$ cat src/rtl/sdt_pkg.sv
// sdt_pkg: shared types, command and status codes and the date key function
// for the sorted date table. No dependencies.
`default_nettype none
package sdt_pkg;

  localparam int SDT_TABLE_DEPTH = 16;
  localparam int MONTH_W = 4;
  localparam int DAY_W   = 5;
  localparam int DATE_W  = MONTH_W + DAY_W;
  localparam int KEY_W   = 9;   // 30*15+31 = 481 fits

  localparam logic [1:0] CMD_INSERT = 2'd0;
  localparam logic [1:0] CMD_QUERY  = 2'd1;
  localparam logic [1:0] CMD_DUMP   = 2'd2;

  localparam logic [2:0] ST_INSERTED  = 3'd0;
  localparam logic [2:0] ST_DUPLICATE = 3'd1;
  localparam logic [2:0] ST_FULL      = 3'd2;
  localparam logic [2:0] ST_FOUND     = 3'd3;
  localparam logic [2:0] ST_NOT_FOUND = 3'd4;
  localparam logic [2:0] ST_DUMP_ENT  = 3'd5;

  typedef logic [DATE_W-1:0] date_t;   // {month, day}
  typedef logic [KEY_W-1:0]  key_t;

  typedef enum logic {
    FSM_IDLE,
    FSM_DUMP
  } fsm_t;

  // per-cycle command broadcast to every cell
  typedef struct packed {
    logic  insert;
    logic  rotate;
    date_t new_date;
    key_t  new_key;
  } cell_ctl_t;

  // link from one cell to the next one down the chain
  typedef struct packed {
    logic  valid;
    logic  gt;
    date_t date;
  } cell_link_t;

  // key = 30*month + day, as (m<<5) - (m<<1) + d
  function automatic key_t date_key(date_t d);
    key_t m32;
    key_t m2;
    key_t dd;
    m32 = {d[DATE_W-1 -: MONTH_W], 5'b0};
    m2  = {4'b0, d[DATE_W-1 -: MONTH_W], 1'b0};
    dd  = {4'b0, d[DAY_W-1:0]};
    return m32 - m2 + dd;
  endfunction

endpackage
`default_nettype wire

$ cat src/rtl/sorted_date_table.sv
// sorted_date_table: insert/query one request per cycle unless stalled, result registered.
// Dump of N entries: first entry loaded in DUMP state after acceptance, then one per cycle
// unless stalled (the chain rotates one slot per entry), input blocked until the dump ends.
// Output is a single register; a stalled result holds the block.
// Reset (rst_n low, synchronous) clears slot valid bits, entry count and FSM;
// slot contents are not cleared, there is no clearing pass.
`default_nettype none
module sorted_date_table
  import sdt_pkg::*;
#(
  parameter int TABLE_DEPTH = SDT_TABLE_DEPTH
) (
  input  wire logic               clk,
  input  wire logic               rst_n,
  input  wire logic               in_valid,
  output logic                    in_ready,
  input  wire logic [1:0]         in_cmd,
  input  wire logic [MONTH_W-1:0] in_month,
  input  wire logic [DAY_W-1:0]   in_day,
  output logic                    out_valid,
  input  wire logic               out_ready,
  output logic [2:0]              out_status,
  output logic [MONTH_W-1:0]      out_entry_month,
  output logic [DAY_W-1:0]        out_entry_day,
  output logic                    out_entry_valid,
  output logic                    out_last
);

  localparam int CW = $clog2(TABLE_DEPTH + 1);

  // ---- chain of cells; cell 0 holds the largest key ----
  cell_ctl_t  ctl;
  cell_link_t link_out [TABLE_DEPTH];
  cell_link_t link_in  [TABLE_DEPTH];
  logic [TABLE_DEPTH-1:0] match_vec;
  logic [TABLE_DEPTH-1:0] tail_vec;
  date_t      tail_date;
  logic       dup;
  logic       full;

  genvar gi;
  generate
    for (gi = 0; gi < TABLE_DEPTH; gi++) begin : g_cell
      if (gi == 0) begin : g_head
        // head sees a virtual valid cell above that always keeps its entry;
        // during a dump it receives the tail, closing the ring
        assign link_in[gi].valid = 1'b1;
        assign link_in[gi].gt    = 1'b1;
        assign link_in[gi].date  = tail_date;
      end else begin : g_body
        assign link_in[gi] = link_out[gi-1];
      end
      if (gi == TABLE_DEPTH - 1) begin : g_end
        assign tail_vec[gi] = link_out[gi].valid;
      end else begin : g_mid
        assign tail_vec[gi] = link_out[gi].valid & ~link_out[gi+1].valid;
      end
      sdt_cell u_cell (
        .clk      (clk),
        .rst_n    (rst_n),
        .ctl      (ctl),
        .link_in  (link_in[gi]),
        .link_out (link_out[gi]),
        .match    (match_vec[gi])
      );
    end
  endgenerate

  // tail is one-hot once any cell is occupied (occupied cells are contiguous from the head)
  always_comb begin
    tail_date = '0;
    for (int i = 0; i < TABLE_DEPTH; i++) begin
      tail_date = tail_date | ({DATE_W{tail_vec[i]}} & link_out[i].date);
    end
  end

  assign dup  = |match_vec;
  assign full = link_out[TABLE_DEPTH-1].valid;

  // ---- control ----
  fsm_t         state_r, state_nxt;
  logic [CW-1:0] count_r, count_nxt;
  logic [CW-1:0] rem_r, rem_nxt;
  logic          out_free;
  logic          in_fire;
  logic          load_out;
  logic [2:0]    status_nxt;
  date_t         entry_nxt;
  logic          entry_valid_nxt;
  logic          last_nxt;
  date_t         in_date;

  logic               out_valid_r;
  logic [2:0]         out_status_r;
  date_t              out_entry_r;
  logic               out_entry_valid_r;
  logic               out_last_r;

  assign in_date  = {in_month, in_day};
  assign out_free = !out_valid_r || out_ready;
  assign in_ready = (state_r == FSM_IDLE) && out_free;
  assign in_fire  = in_valid && in_ready;

  // next state
  always_comb begin
    state_nxt = state_r;
    unique case (state_r)
      FSM_IDLE: begin
        if (in_fire && in_cmd == CMD_DUMP && count_r != '0) begin
          state_nxt = FSM_DUMP;
        end
      end
      FSM_DUMP: begin
        if (out_free && rem_r == CW'(1)) begin
          state_nxt = FSM_IDLE;
        end
      end
      default: state_nxt = FSM_IDLE;
    endcase
  end

  // outputs and cell commands
  always_comb begin
    ctl.insert      = 1'b0;
    ctl.rotate      = 1'b0;
    ctl.new_date    = in_date;
    ctl.new_key     = date_key(in_date);
    count_nxt       = count_r;
    rem_nxt         = rem_r;
    load_out        = 1'b0;
    status_nxt      = ST_DUMP_ENT;
    entry_nxt       = '0;
    entry_valid_nxt = 1'b0;
    last_nxt        = 1'b1;
    unique case (state_r)
      FSM_IDLE: begin
        if (in_fire) begin
          unique case (in_cmd)
            CMD_INSERT: begin
              load_out = 1'b1;
              if (dup) begin
                status_nxt = ST_DUPLICATE;
              end else if (full) begin
                status_nxt = ST_FULL;
              end else begin
                status_nxt = ST_INSERTED;
                ctl.insert = 1'b1;
                count_nxt  = count_r + CW'(1);
              end
            end
            CMD_QUERY: begin
              load_out   = 1'b1;
              status_nxt = dup ? ST_FOUND : ST_NOT_FOUND;
            end
            CMD_DUMP: begin
              if (count_r == '0) begin
                load_out = 1'b1;   // empty dump
              end else begin
                rem_nxt = count_r;
              end
            end
            default: begin
            end
          endcase
        end
      end
      FSM_DUMP: begin
        if (out_free) begin
          load_out        = 1'b1;
          entry_nxt       = tail_date;
          entry_valid_nxt = 1'b1;
          last_nxt        = (rem_r == CW'(1));
          ctl.rotate      = 1'b1;
          rem_nxt         = rem_r - CW'(1);
        end
      end
      default: begin
      end
    endcase
  end

  always_ff @(posedge clk) begin
    if (!rst_n) begin
      state_r     <= FSM_IDLE;
      count_r     <= '0;
      rem_r       <= '0;
      out_valid_r <= 1'b0;
    end else begin
      state_r <= state_nxt;
      count_r <= count_nxt;
      rem_r   <= rem_nxt;
      if (load_out) begin
        out_valid_r <= 1'b1;
      end else if (out_ready) begin
        out_valid_r <= 1'b0;
      end
    end
  end

  always_ff @(posedge clk) begin
    if (load_out) begin
      out_status_r      <= status_nxt;
      out_entry_r       <= entry_nxt;
      out_entry_valid_r <= entry_valid_nxt;
      out_last_r        <= last_nxt;
    end
  end

  assign out_valid       = out_valid_r;
  assign out_status      = out_status_r;
  assign out_entry_month = out_entry_r[DATE_W-1 -: MONTH_W];
  assign out_entry_day   = out_entry_r[DAY_W-1:0];
  assign out_entry_valid = out_entry_valid_r;
  assign out_last        = out_last_r;

endmodule
`default_nettype wire

$ cat src/rtl/sdt_cell.sv
// sdt_cell: one slot of the sorted date table chain.
// Depends on sdt_pkg.
`default_nettype none
module sdt_cell
  import sdt_pkg::*;
(
  input  wire logic       clk,
  input  wire logic       rst_n,
  input  cell_ctl_t       ctl,
  input  cell_link_t      link_in,   // from the cell above (larger keys)
  output cell_link_t      link_out,
  output logic            match
);

  date_t date_r, date_nxt;
  logic  valid_r, valid_nxt;
  logic  gt;

  assign gt    = valid_r && (date_key(date_r) > ctl.new_key);
  assign match = valid_r && (date_r == ctl.new_date);

  assign link_out.valid = valid_r;
  assign link_out.gt    = gt;
  assign link_out.date  = date_r;

  always_comb begin
    date_nxt  = date_r;
    valid_nxt = valid_r;
    if (ctl.insert) begin
      if (!gt) begin
        // new date lands here if the cell above keeps its entry, else shift down
        date_nxt  = link_in.gt ? ctl.new_date : link_in.date;
        valid_nxt = valid_r | link_in.valid;
      end
    end else if (ctl.rotate) begin
      if (valid_r) begin
        date_nxt = link_in.date;
      end
    end
  end

  always_ff @(posedge clk) begin
    date_r <= date_nxt;
    if (!rst_n) begin
      valid_r <= 1'b0;
    end else begin
      valid_r <= valid_nxt;
    end
  end

endmodule
`default_nettype wire

$ cat config.mk
export PLATFORM = sky130hd
export DESIGN_NAME = sorted_date_table
export DESIGN_NICKNAME = d
export VERILOG_FILES = /design/src/rtl/sdt_pkg.sv /design/src/rtl/sorted_date_table.sv /design/src/rtl/sdt_cell.sv
export SDC_FILE = /design/constraint.sdc
export NUM_CORES = 1
export LEC_CHECK = 0
export BUFFER_PORTS_ARGS = -buffer_cell sky130_fd_sc_hd__buf_2
export CORE_ASPECT_RATIO = 1.5
export CORE_MARGIN = 8
export CORE_UTILIZATION = 31
export DETAILED_ROUTE_END_ITERATION = 10
export GPL_TIMING_DRIVEN = 0
export PLACE_DENSITY_LB_ADDON = 0.05
export REMOVE_ABC_BUFFERS = 1
export SKIP_CTS_REPAIR_TIMING = 1
export SKIP_LAST_GASP = 1
export SYNTH_ARGS = -nofsm -noshare
export SYNTH_HDL_FRONTEND = slang
export SYNTH_SLANG_ARGS = --single-unit
export TNS_END_PERCENT = 30
$ cat constraint.sdc
create_clock -name clk -period 12.1 [get_ports clk]
set_input_delay 1.21 -clock clk [delete_from_list [all_inputs] [get_ports clk]]
set_output_delay 1.21 -clock clk [all_outputs]
set_load 0.02 [all_outputs]
Word level (Yosys, flattened, before mapping)

Index checks and enable logic that the tools add are counted.

$lt $le $gt $ge: 16
Add/sub/neg operators: 36
Bitwise logic cells: 95
Equality and inequality tests: 39
Multiplexer cells: 104
Reductions and logical operators: 98

Operators with widths:

| cell                | number |
|---|---|
| $mux 9              | 79 |
| $add 9x5->9         | 17 |
| $sub 9x5->9         | 17 |
| $and 9x9->9         | 16 |
| $eq 9x9->1          | 16 |
| $gt 9x9->1          | 16 |
| $or 9x9->9          | 15 |
| $reduce_and 3->1    | 16 |
| $logic_and 1x1->1   | 37 |
| $ne 2x2->1 const B  | 18 |
| $reduce_bool 2->1   | 18 |
| $not 1->1           | 34 |
| $reduce_and 2->1    | 17 |
| $mux 5              | 4 |
| $reduce_or 16->1    | 1 |
| $and 1x1->1         | 15 |
| $or 1x1->1          | 15 |
| $mux 1              | 13 |
| $pmux 5 s2          | 1 |
| $pmux 1 s2          | 3 |
| $pmux 3 s2          | 1 |
| $add 5x1->5 const B | 1 |
| $eq 5x1->1 const B  | 1 |
| $logic_not 5->1     | 1 |
| other kinds (13)    | 16 |

Output and inout bits: 16
Register bits after elaboration: 186
Bits of input ports: 15
Word-level logic and storage cells: 428

Logic depth before layout (Yosys ltp)

Gate-level depths: netlist of run 1.

Word-level depth: 21
Depth in mapped cells: 19
Mapped depth without buffers: 15

Modules after synthesis

From an unflattened synthesis of run 1, not the netlist that was laid out.

Cell total of the unflattened synthesis: 1926
Area total of the unflattened synthesis: 18067.3 µm²

By module, submodules not included:

| module                           | times used | cells each | sequential area each (µm²) | area an instance (µm²) |
|---|---|---|---|---|
| sdt_cell at g_cell[0].u_cell ... | 13         | 102        | 290.3                      | 975.9 |
| sdt_cell at g_cell[7].u_cell ... | 3          | 104        | 290.3                      | 985.9 |
| sorted_date_table                | 1          | 288        | 660.6                      | 2422.3 |

Worst setup path after synthesis of run 1

Ideal clock, no wire load.

Path kind: in2reg
Start point: input port in_month[0]
End point: register g_cell[10].u_cell.date_r[0], enable pin
Buffers on the path: 4
Data required time: 11.711 ns
Setup time: 0.389 ns
Path slack: 5.814 ns
Data arrival time: 5.897 ns
Stages: 16
Path through: buf_4 > buf_6 > clkinv_1 > clkbuf_1 > ha_1 > o21ai_0 > a21oi_1 > nor2_1 > xnor2_1 > ha_1 > a21o_1 > maj3_1 > a311oi_1 > or4_1 > buf_2 > a21boi_0

Word-level cells in the longest chain between the ends: 9
Elaborated cells on any way between the ends: 45

Ends and longest elaborated chain:

| what                                                                | line                    | text |
|---|---|---|
| start, declared                                                     | sorted_date_table.sv:18 | `input wire logic [MONTH_W-1:0] in_month,` |
| parallel branches: the longest is 8 deep, another holds $sub 9x5->9 | -                       |  |
| $reduce_and 3->1 (no line) (*)                                      | -                       |  |
| end signal, assigned                                                | sdt_cell.sv:43          | `date_r <= date_nxt;` |
| end, declared                                                       | sdt_cell.sv:15          | `date_t date_r, date_nxt;` |

Mark *: on every way between the ends.
A chain may end at the register's enable or synchronous reset.

Worst setup path in the final report of run 1

Same ends and word-level chain as after synthesis.

==> summary.md, run 1 <==
By count the netlist is led by ha_1, xnor2_1, edfxtp_1. Among all flip-flop cells after synthesis, the most frequent one is edfxtp_1. The congestion estimate from routability-driven global placement came to 0.908. The first global-routing pass estimated 100000 um of wire.

In the synthesized netlist, the number of instances is 1784. The run gives 0.312 as the effective utilization at floorplan. The final-layout worst hold slack was 0.512 ns; the async set-reset flop share out of synthesis was 0. The tree built by TritonCTS fans out to 186 sinks. At the pin with the least slew margin, the transition time is 1.34 ns. The number of antenna violations at the first check in global routing is 1. The tools report the startpoint type of the worst setup path as an input port. Setup repair after global routing left no endpoint under its margin.

In this run the mean area of a mapped cell was 9.53 um2. The number of pins exceeding their max-slew limit in the final report was 0. Summed over all cells, the static leakage comes to 6.83 nW. The tools report the combined global-route utilization of all metal layers as 0.219. The run gives 0.0170 mm2 as the summed instance area of the synthesized netlist. In the final routed layout, each cell accounts on average for 28.0 um.

Share of Yosys cell area claimed by the top area cell type: 0.279. STA puts the critical path data required time at 12.21 ns. The power density over the cells was 97.1 mW/mm2.

The run gives 14282 as the via count of the first global-routing pass. Yosys printed 0 warnings. The area growth from synthesis to layout is 9.17%. The routed design has 69700 um of wire. Input and output buffers added on the ports amount to 30.

The die is 207 um wide. The floorplan step set the die height to 303 um. The floorplan step defined a die boundary enclosing 0.0627 mm2.

TritonCTS built the clock tree. Ranked by total cell area, the synthesized netlist is headed by edfxtp_1, ha_1, xnor2_1, mux2i_1, mux2_2. The number of iterations in the first detailed-routing pass was 5. Setup total negative slack on the finished layout was measured at 0 ns. The synthesized design contains 186 register bits. The run gives 1988 as the number of nets at the end of the flow. In this run the worst path has a maximum fanout of 21.

The tree is rooted in a clkbuf_16. The routed layout has 13942 vias. The overall overflow remaining after global route was 0; the worst clock skew was 0.0198 ns. The logs give 5583 for the number of inserted filler cells in the final layout and 0.0969 for the worst relative slew slack. The final routed DRC violation total is 0. The start-to-end type of the worst setup path is in2reg. Clock-pin slew was measured on the worst setup and hold paths at 0.08 ns. The area of the multi-input gates is 0.0109 mm2.

The final worst-path cycle share is 0.687. The logs give 0.312 for the sequential fraction of the synthesis area and 2 for the maximum clock insertion buffer count. Number of antenna diodes: 0. In this run the core area contains 105 standard-cell rows. The post-layout minimum cycle time is 8.32 ns, and the H-tree level count is 4.

The design draws 1.80 mW. The source-to-sink clock delay at the later pin of the worst-skew pair was 0.48 ns. The share of final-layout standard cells stronger than drive strength 1 came out at 0.0958. Registers take 0.00531 mm2. The run gives 0 as the remaining antenna violation count. The run gives 0 as the max-capacitance violation count.

Counting flops with a built-in enable in the synthesized netlist gives 158. The tools report the number of distinct library cell variants in the gate-level netlist after synthesis as 72. Pin placement for this block handled 31 I/O pins. The timing-limited maximum frequency was 120 MHz. For the floorplan core area, the log shows 0.0545 mm2. Cell type with the highest aggregate area in the netlist: edfxtp_1. The total setup violations reported at the end of the flow was 0. The final cell area excluding filler cells was 0.0186 mm2.

Summed over all nets, the half-perimeter wirelength after detailed placement is 51300 um. In this run the worst hold path is classified as reg2reg. STA classifies the critical path endpoint as a flop. Summing all placed instances gives a cell area of 0.0180 mm2. The number of violations reported at the end of detailed-routing iteration 0 was 789; the total CTS buffers was 17. For the number of failing hold endpoints at the final stage, the log shows 0. The run gives 96.9 uV as the maximum vdd drop. The flow ran to the end, and the final reports show no timing, DRC or antenna violations. The run gives 35 as the maximum number of pins on one net before global-route repair.

Most common cell in the synthesized netlist: ha_1. The ratio of routed vias to standard cells was 5.60; the worst endpoint data arrival time was 8.43 ns.
[critical path, cell delays in order]
cell and delay, ns:
buf_2 0.69, clkinv_1 1.30, ha_2 1.43, or3_1 0.23, a22o_2 0.70, ha_1 0.39
a21o_1 0.18, a21oi_1 0.13, o21ai_0 0.10, a21o_1 0.19, maj3_1 0.34, a311oi_1 0.24
or4_1 0.45, a21boi_1 0.81
[final timing paths]
kind	start	to	slack (ns)	cells after the start
max	in_month[0]	g_cell[10].u_cell.date_r[0]	3.78	14
min	g_cell[0].u_cell.valid_r	g_cell[1].u_cell.valid_r	0.51	2
max reg2reg	g_cell[2].u_cell.date_r[0]	g_cell[1].u_cell.date_r[0]	6.28	9
min reg2reg	g_cell[0].u_cell.valid_r	g_cell[1].u_cell.valid_r	0.51	2
[per-stage QoR]
stage	cells	setup slack (ns)	util
3_3_place_gp	2439	-0.976	0.323
2_1_floorplan	1714	5.77	-
6_report	2491	3.78	0.340
4_1_cts	2491	3.09	0.340
3_5_place_dp	2459	2.62	0.330
5_1_grt	2491	3.39	0.340
[metal layers]
metal	GRT usage	wire, um
met5	0	0
met4	0.108	3400
met3	0.0209	1930
met2	0.416	36600
met1	0.242	27800
[area by class of cell]
| cell class | instances | share of cell area |
|---|---|---|
| repair buffers | 50 | 0.0208 |
| well taps | 695 | 0.0469 |
| flip-flops and latches | 186 | 0.286 |
| multi-input cells | 1386 | 0.587 |
| clock inverters | 14 | 0.00789 |
| inverters | 142 | 0.0287 |
| clock buffers | 18 | 0.0231 |
[where the power goes]
part	total (mW)	leakage [nW]	switching [mW]	internal, mW
clock	0.589	0.276	0.284	0.305
sequential	0.744	1.68	0.0311	0.713
combinational	0.469	4.88	0.286	0.183
[flip-flops by register name (all words and copies together), names as in the netlist, 3 cells and up]
| register | flops |
|---|---|
| g_cell.u_cell.date_r | 144 |
| g_cell.u_cell.valid_r | 16 |
| out_entry_r | 9 |
| count_r | 5 |
| out_status | 3 |
| rem_r | 5 |
[cell usage in the layout (no fill, tap or decap), types with 20 or more instances in the layout]
cell type  synthesis  layout
a211oi_1          20      20
a21oi_1           77      76
a221oi_1          34      34
a22o_1            34      33
buf_2             19      30
dfxtp_1           28      28
edfxtp_1         158     158
ha_1             190     189
inv_1            136     136
mux2_2            60      60
mux2i_1           76      76
nand2_1           45      45
nand2b_1          33      33
nand3_1           39      39
nand4_1           42      42
nor2_1           138     138
nor2b_1           24      24
nor3_1            49      45
o21a_1            29      29
o21ai_0           85      85
xnor2_1          184     182
xor2_1            53      52
[cell families (layout without fill, tap and decap cells)]
group,after synthesis,after routing,synth area share
compound gates,358,358,0.141
xor+xnor,238,238,0.123
fa+ha+maj,203,203,0.147
buf+inv,212,224,0.0544
flops,186,186,0.312
mux,136,136,0.0845
simple gates,451,451,0.137
No activity file was read; power rests on OpenSTA's default activity.
==> run 2: changes to the inputs <==
--- a/config.mk
+++ b/config.mk
@@ -5,6 +5,7 @@
 export SDC_FILE = /design/constraint.sdc
 export NUM_CORES = 1
 export LEC_CHECK = 0
+export ABC_AREA = 1
 export BUFFER_PORTS_ARGS = -buffer_cell sky130_fd_sc_hd__buf_2
 export CORE_ASPECT_RATIO = 1.5
 export CORE_MARGIN = 8
==> constraint.sdc (replaced) <==
create_clock -name clk -period 8 [get_ports clk]
set_input_delay 0.8 -clock clk [delete_from_list [all_inputs] [get_ports clk]]
set_output_delay 0.8 -clock clk [all_outputs]
set_load 0.02 [all_outputs]
==> run 2 against run 1 <==
Synthesized cell count is 52% higher. Die area is 10% higher. First-iteration DRC count is 81% higher. Power is 61% higher. Final area is 9.6% higher. Sequential power is 52% higher. Core utilization is 0.22 points lower. Largest cell class unchanged.
==> summary.md, run 2 <==
The run finished with clean final reports. The number of enable-type register cells in the synthesized netlist was 158 (unchanged). The total wire length after detailed routing is 83200 um (+19%). In the synthesized netlist, the cells that appear most often are nand2_1, inv_1, nor2_1. The share of Yosys cell area claimed by the top area cell type is 0.252 (-0.0274), and the H-tree level count is 4 (unchanged). Share of total power consumed by net switching: 0.370 (+0.0364).

In this run the critical register-to-register path is launched from g_cell[13].u_cell.date_r[6]. The clock-pin slew on the worst setup and hold paths was 0.07 ns (about the same). TritonCTS built the clock tree. nand2_1 is the most common cell in the netlist.

The register bit count reported by yosys was 186 (unchanged); the total setup violations reported at the end of the flow was 0 (unchanged). The total CTS buffers was 17 (unchanged). The worst setup path is of the in2reg kind.

The async set-reset flop share out of synthesis is 0 (unchanged). Setup repair after global routing left no endpoint under its margin. The logs give 121 uV (+25%) for the maximum vdd drop and 0.281 (-0.0307) for the sequential fraction of the synthesis area. The average cell area after synthesis works out to 6.94 um2 (-27%). Endpoint of the most critical register-to-register path: g_cell[2].u_cell.date_r[3]. The tools report the summed instance area of the synthesized netlist as 0.0189 mm2 (+11%). The met2 wire length was 41500 um (+13%); the timing-limited maximum frequency was 140 MHz.

Critical path capture point type: a flop. The run gives 7 (+2) as the number of iterations in the first detailed-routing pass. Leakage power summed over all cells: 9.56 nW (+40%). The worst hold path terminates at count_r[3].

The tools report the number of pins exceeding their max-slew limit in the final report as 0 (unchanged). The min-delay analysis places its worst path in the category reg2reg. The height of the chip was 318 um (+5.0%); the maximum clock insertion buffer count was 2 (unchanged). The met1 routed wirelength after detailed routing came out at 33600 um (+21%). Cell count after synthesis: 2717 (+52%).

The run gives 0.0601 mm2 (+10%) as the floorplan core area. The worst setup path is launched from an input port. In the layout the commonest cells are nand2_1, inv_1, nor2_1. The run gives 1.83 mW (+52%) as the internal portion of total power.

The ratio of routed vias to standard cells works out to 5.38 (-3.9%). The cell type with the highest aggregate area in the netlist is edfxtp_1. The number of distinct library cell variants in the gate-level netlist after synthesis is 48 (-33%), and the net switching power of the design is 1.07 mW (+79%). Average routed wire per standard cell: 23.8 um (-15%). The number of nets at the end of the flow is 2898 (+46%). The area enclosed by the die boundary is 0.0691 mm2 (+10%), and the synthesis-to-finish area growth is 7.88%.

Number of antenna diodes: 0 (unchanged). The most frequent standard cell in the layout excluding fill and tap cells is nand2_1. The final core utilization was 0.338 (-0.00223).

The post-layout minimum cycle time is 7.15 ns, and the required time at the endpoint of the critical path is 8.24 ns (-3.97 ns). Top routing layer in use: met5. The via count of the first global-routing pass is 18357 (+29%), and the number of violations reported at the end of detailed-routing iteration 0 is 1426 (+81%). The sequential group share of total power is 0.388 (-0.025), and the worst endpoint data arrival time is 7.39 ns (-1.04 ns).

The largest registers in the layout are g_cell.u_cell.date_r: 144 flops, g_cell.u_cell.valid_r: 16 flops, out_entry_r: 9 flops. The tools report the remaining antenna violation count as 0 (unchanged). The combined global-route utilization of all metal layers came out at 0.237 (+0.0176). Hold-critical path depth: 2 (unchanged).

The maximum number of pins on one net before global-route repair was 38 (+8.6%). The max-capacitance violation count came out at 0 (unchanged). The number of failing hold endpoints at the final stage was 0 (unchanged); the half-perimeter wire length after detailed placement was 60000 um (+17%). The portion of total power attributed to the clock network was 0.315 (-0.012).

The met3 routed wirelength came out at 3940 um (+100%). The worst hold path begins at count_r[3]. The tools report the final-layout worst hold slack as 0.486 ns (-0.0262 ns).

The top fanout value on the critical path came out at 35 (+67%). Final routed DRC violation total: 0 (unchanged). The worst relative slew slack is 0.0234 (-0.0736).

The most used flip-flop cell after synthesis is edfxtp_1. The port buffer count is 30 (unchanged), and the logic gate share of total power is 0.298 (+0.038). For the total via count in the routed design, the log shows 18771 (+35%). The effective utilization at floorplan was 0.313 (+0.00165).

More flip-flops sit in one register than any other, and that register is g_cell.u_cell.date_r. The power density over the cells works out to 143 mW/mm2 (+47%). The overall overflow remaining after global route is 0 (unchanged). The horizontal die dimension was 217 um (+4.9%). The number of flip-flops under the largest register name was 144 (unchanged). The logs give 0.892 (-1.7%) for the placer's final routability congestion estimate and 0.49 ns (about the same) for the source-to-sink clock delay at the later pin of the worst-skew pair.

Sum of internal, switching and leakage power: 2.91 mW (+61%). The worst-case reg-to-reg path depth came out at 13 (+4). The share of final-layout standard cells stronger than drive strength 1 was 0.0455 (-0.0503). The actual transition at the worst max-transition pin is 1.46 ns (+0.121 ns), and the global-route wire length before repair is 121000 um (+21%). The cell row count is 110 (+4.8%), and the worst clock skew is 0.0133 ns (-0.00649 ns).

The run gives 0 (unchanged) as the count of yosys warnings during synthesis. The cell sitting at the root of the clock tree is a clkbuf_16. The final worst-path cycle share was 0.894. The flop-to-flop setup slack is 2.69 ns (-3.59 ns). The number of antenna violations at the first check in global routing came out at 1 (unchanged). The total I/O pin count is 31 (unchanged).

The run gives 186 (unchanged) as the total clock sinks. In the post-synthesis netlist, the biggest area contributors are edfxtp_1, nand2_1, ha_1, inv_1, nor2_1.
## run 2: worst max path at each step
stage                 from                     endpoint  slack, ns  cells past startpoint
4_1_cts        in_month[0]  g_cell[14].u_cell.date_r[3]       0.96                     18
6_report       in_month[0]  g_cell[14].u_cell.date_r[3]       0.85                     18
3_3_place_gp   in_month[0]  g_cell[10].u_cell.date_r[5]      -2.24                     14
5_1_grt        in_month[0]  g_cell[14].u_cell.date_r[3]       0.65                     18
2_1_floorplan  in_month[2]   g_cell[4].u_cell.date_r[0]       3.73                     15
3_5_place_dp   in_month[0]  g_cell[14].u_cell.date_r[3]       0.45                     18
## run 2: cells by family (layout without fill, tap and decap cells)
| group | count (synthesis) | count (layout) | synth area share |
|---|---|---|---|
| AND/OR/NAND/NOR | 1507 | 1507 | 0.347 |
| flip-flops | 186 | 186 | 0.281 |
| adder cells (fa/ha/maj) | 190 | 190 | 0.126 |
| AO/OA/AOI/OAI | 316 | 316 | 0.101 |
| buffers and inverters | 398 | 387 | 0.0891 |
| XOR/XNOR | 120 | 120 | 0.0557 |
## run 2: power groups by stage
stage | sequential, mW | combinational [mW] | clock [mW]
floorplan | 1.13 | 0.523 | 0
global placement | 1.15 | 0.814 | 0
detailed placement | 1.15 | 0.865 | 0
CTS | 1.13 | 0.869 | 0.930
global route | 1.13 | 0.967 | 0.962
finish | 1.13 | 0.864 | 0.915
## run 2: area by class of cell
| cell class | instances | area [um2] |
|---|---|---|
| Tap cell | 784 | 981 |
| Fill cell | 6497 | 39800 |
| Multi-Input combinational cell | 2133 | 12000 |
| Clock inverter | 11 | 136 |
| Timing Repair Buffer | 38 | 320 |
| Inverter | 317 | 1190 |
| Clock buffer | 21 | 450 |
| Sequential cell | 186 | 5310 |
## run 2: metal layers
layer / track usage / vias to the layer above
met5: 0 / -
met4: 0.119 / 2
met2: 0.418 / 575
met1: 0.281 / 8987
met3: 0.0241 / 159
li1: - / 9048
## run 2: metrics by stage
| stage | area (um2) | cells | setup slack, ns | setup TNS (ns) |
|---|---|---|---|---|
| 6_report | 20300 | 3490 | 0.848 | 0 |
| 5_1_grt | 20300 | 3490 | 0.647 | 0 |
| 4_1_cts | 20300 | 3490 | 0.960 | 0 |
| 3_5_place_dp | 19800 | 3458 | 0.453 | 0 |
| 3_3_place_gp | 19500 | 3450 | -2.24 | -492.11 |
| 2_1_floorplan | 18400 | 2636 | 3.73 | 0 |
## run 2: worst max-delay path, cell delays in order
cell      delay (ns)
buf_2           1.02
inv_2           0.63
ha_2            0.84
nor2_1          0.08
o21bai_1        0.43
nand2_1         0.16
nand2_1         0.09
nand2_1         0.06
nand2_2         0.79
inv_1           0.73
nor2_1          0.32
nor2_1          0.07
nand3_1         0.08
inv_1           0.05
nor2_1          0.55
nand2_1         0.38
nand2_1         0.15
nand2_1         0.08
==> run 3: changes to the inputs <==
--- a/config.mk
+++ b/config.mk
@@ -13,7 +13,6 @@
 export DETAILED_ROUTE_END_ITERATION = 10
 export GPL_TIMING_DRIVEN = 0
 export PLACE_DENSITY_LB_ADDON = 0.05
-export REMOVE_ABC_BUFFERS = 1
 export SKIP_CTS_REPAIR_TIMING = 1
 export SKIP_LAST_GASP = 1
 export SYNTH_ARGS = -nofsm -noshare
==> run 3 against run 2 <==
The flow now finishes with violations (max-capacitance violations). Final area up 2.2%. Combinational power grew 5.0%. Die area unchanged. Sequential share of layout area decreased by 0.55 points. Via count rose by 3.2%. Critical path type unchanged. Critical path depth grew 2. First-iteration DRC count increased by 17%. Worst hold slack gained 0.0025 ns. Global-route usage rose by 2.8 points.
==> summary.md, run 3 (synthesis gave the netlist of run 2 again) <==
For the max-capacitance violation count, the log shows 1 (+1). The cell that appears most often on the critical path is nor2_1. The tools report the root buffer selected by CTS as clkbuf_16.

The port buffer count works out to 28 (-6.7%). TritonCTS built the clock tree. For the worst clock skew, the log shows 0.0120 ns (-0.00132 ns). The delay of the slowest critical-path stage was 0.92 ns (-0.10 ns); the total clock sinks was 186 (unchanged). The number of buffers and inverters on the critical path was 6 (+2). The total wire length after detailed routing was 93400 um (+12%); the power density over the cells was 142 mW/mm2 (-0.39%). The sum of internal, switching and leakage power came out at 2.96 mW (+1.8%). The top cell types in the final layout, fill and taps aside, are nand2_1, inv_1, nor2_1. The height of the chip came out at 318 um (unchanged). The horizontal die dimension is 217 um (unchanged). The signal on the critical path passes through buf_2, buf_4, inv_2, buf_6, ha_2, nor2_1, o21bai_1, nand2_1, nand2_1, a21oi_1, xor2_4, buf_16, ha_1, nand2_1, nor2_1, nand3_1, nor2_1, nor2_1, buf_4, a21oi_1.

The logs give 4 (unchanged) for the H-tree level count and 0.0601 mm2 (unchanged) for the floorplan core area. The final worst-path cycle share was 0.739 (-0.155); the area enclosed by the die boundary was 0.0691 mm2 (unchanged). The clock-pin slew on the worst setup and hold paths was 0.07 ns (about the same). The number of iterations in the first detailed-routing pass came out at 6 (-1). The synthesis-to-finish area growth is 10.2%, and the setup TNS after final layout is 0 ns (unchanged).

Grouping stages by cell kind, the critical path spends the most delay in compound AO/OA/AOI/OAI gates. The least setup slack across all paths after layout was 2.09 ns (+1.24 ns). The global-route wire length before repair was 132000 um (+8.9%); the source-to-sink clock delay at the later pin of the worst-skew pair was 0.49 ns (about the same). The run gives 6503 (+0.092%) as the number of inserted filler cells in the final layout. The largest registers in the layout are g_cell.u_cell.date_r: 144 flops, g_cell.u_cell.valid_r: 16 flops, out_entry_r: 9 flops.

The worst endpoint data arrival time came out at 6.02 ns (-1.37 ns). The cell row count was 110 (unchanged); the via count of the first global-routing pass was 19017 (+3.6%). The worst setup path is captured at a flop.

Setup repair after global routing left no endpoint under its margin. The leakage power summed over all cells is 9.85 nW (+3.1%), and the maximum vdd drop is 174 uV (+44%). The run finished, with violations left. Worst min-delay path category: reg2reg. For the total CTS buffers, the log shows 17 (unchanged). The run gives 0 (unchanged) as the number of failing hold endpoints at the final stage. The logs give 31 (unchanged) for the total I/O pin count and 71200 um (+19%) for the half-perimeter wire length after detailed placement.

Top fanout value on the critical path: 16 (-54%). Start-to-end type of the worst setup path: in2reg. The startpoint type of the worst setup path was an input port. The ratio of routed vias to standard cells works out to 5.43 (+1.0%).

The tools report the timing-limited maximum frequency as 169 MHz (+21%). The checks that failed: max-capacitance violations. The number of antenna violations at the first check in global routing is 1 (unchanged). The post-layout minimum cycle time is 5.91 ns (-1.24 ns), and the worst relative slew slack is 0.00262 (-0.0208).

The logs give 0.345 (+0.00730) for the final core utilization and 0.488 ns (+0.00250 ns) for the final-layout worst hold slack. Remaining antenna violation count: 0 (unchanged). The effective utilization at floorplan was 0.313 (unchanged).

For the required time at the endpoint of the critical path, the log shows 8.11 ns (-0.13 ns). The run gives 0 (unchanged) as the overall overflow remaining after global route. The most frequent standard cell in the layout excluding fill and tap cells is nand2_1. Counting every net in the synthesized netlist gives 2922.

The tools report the pre-CTS worst setup slack as 1.50 ns (+1.04 ns). The combined global-route utilization of all metal layers was 0.265 (+0.0282). The number of pins exceeding their max-slew limit in the final report is 0 (unchanged).

The total setup violations reported at the end of the flow is 0 (unchanged). The maximum number of pins on one net before global-route repair was 18 (-53%); the placer's final routability congestion estimate was 0.966 (+8.3%). On the critical path, the stage with the largest delay is an instance of ha_2. The number of nets at the end of the flow is 2974 (+2.6%), and the number of flip-flops under the largest register name is 144 (unchanged). The final routed DRC violation total is 0 (unchanged), and the maximum clock insertion buffer count is 2 (unchanged). Share of final-layout standard cells stronger than drive strength 1: 0.0651 (+0.0196). The logs give 19378 (+3.2%) for the total via count in the routed design and 1675 (+17%) for the number of violations reported at the end of detailed-routing iteration 0. The average routed wire per standard cell is 26.2 um (+9.8%). The actual transition at the worst max-transition pin came out at 1.50 ns (+0.0311 ns). The largest register by flop count was g_cell.u_cell.date_r.
## run 3: final timing paths
| path | from | to | slack, ns | cells past startpoint |
|---|---|---|---|---|
| setup / recovery | in_month[0] | g_cell[9].u_cell.date_r[6] | 2.09 | 20 |
| setup reg to reg | g_cell[9].u_cell.date_r[0] | g_cell[10].u_cell.date_r[6] | 3.65 | 17 |
| hold / removal | count_r[3] | count_r[3] | 0.49 | 2 |
| hold reg to reg | count_r[3] | count_r[3] | 0.49 | 2 |
## run 3: stage by stage
step | cells | area, um2
after CTS | 3566 | 20800
after detailed placement | 3534 | 20200
final | 3567 | 20800
after floorplan | 2717 | 18900
after global routing | 3566 | 20800
after global placement | 3529 | 20000
## run 3: layout make-up
type	count	area, um2	area share
inverter	317	1190	0.0573
antenna	1	2.50	0.000120
multi-input combinational	2133	12000	0.575
timing repair buffer	33	270	0.0130
buffer	81	490	0.0236
sequential	186	5310	0.255
tap	784	981	0.0472
clock buffer	18	429	0.0207
clock inverter	14	161	0.00777
## run 3: layer usage
layer | GRT usage | wire [um] | vias up
met4 | 0.167 | 6560 | 0
met1 | 0.296 | 35600 | 9236
met3 | 0.0405 | 5180 | 246
met2 | 0.465 | 46100 | 698
met5 | 0 | 0 | -
li1 | - | - | 9198
## run 3: power by group
part,total [mW],switching (mW),leakage (nW),internal [mW]
logic,0.907,0.620,7.89,0.287
clock network,0.920,0.452,0.278,0.468
registers,1.13,0.0470,1.68,1.08
## run 3: worst register-to-register path, cell delays in order (launching register included)
cell,delay (ns)
edfxtp_1,0.55
inv_1,0.09
ha_1,0.33
nand2_1,0.09
a21oi_1,0.04
nand2_1,0.09
nor2_1,0.08
nand3_1,0.10
nand2_1,0.05
nor2_1,0.09
nand2_1,0.13
nor2_4,0.17
nand2_2,0.23
buf_6,0.32
inv_1,0.08
buf_2,0.39
a21oi_1,0.16
a21oi_1,0.99
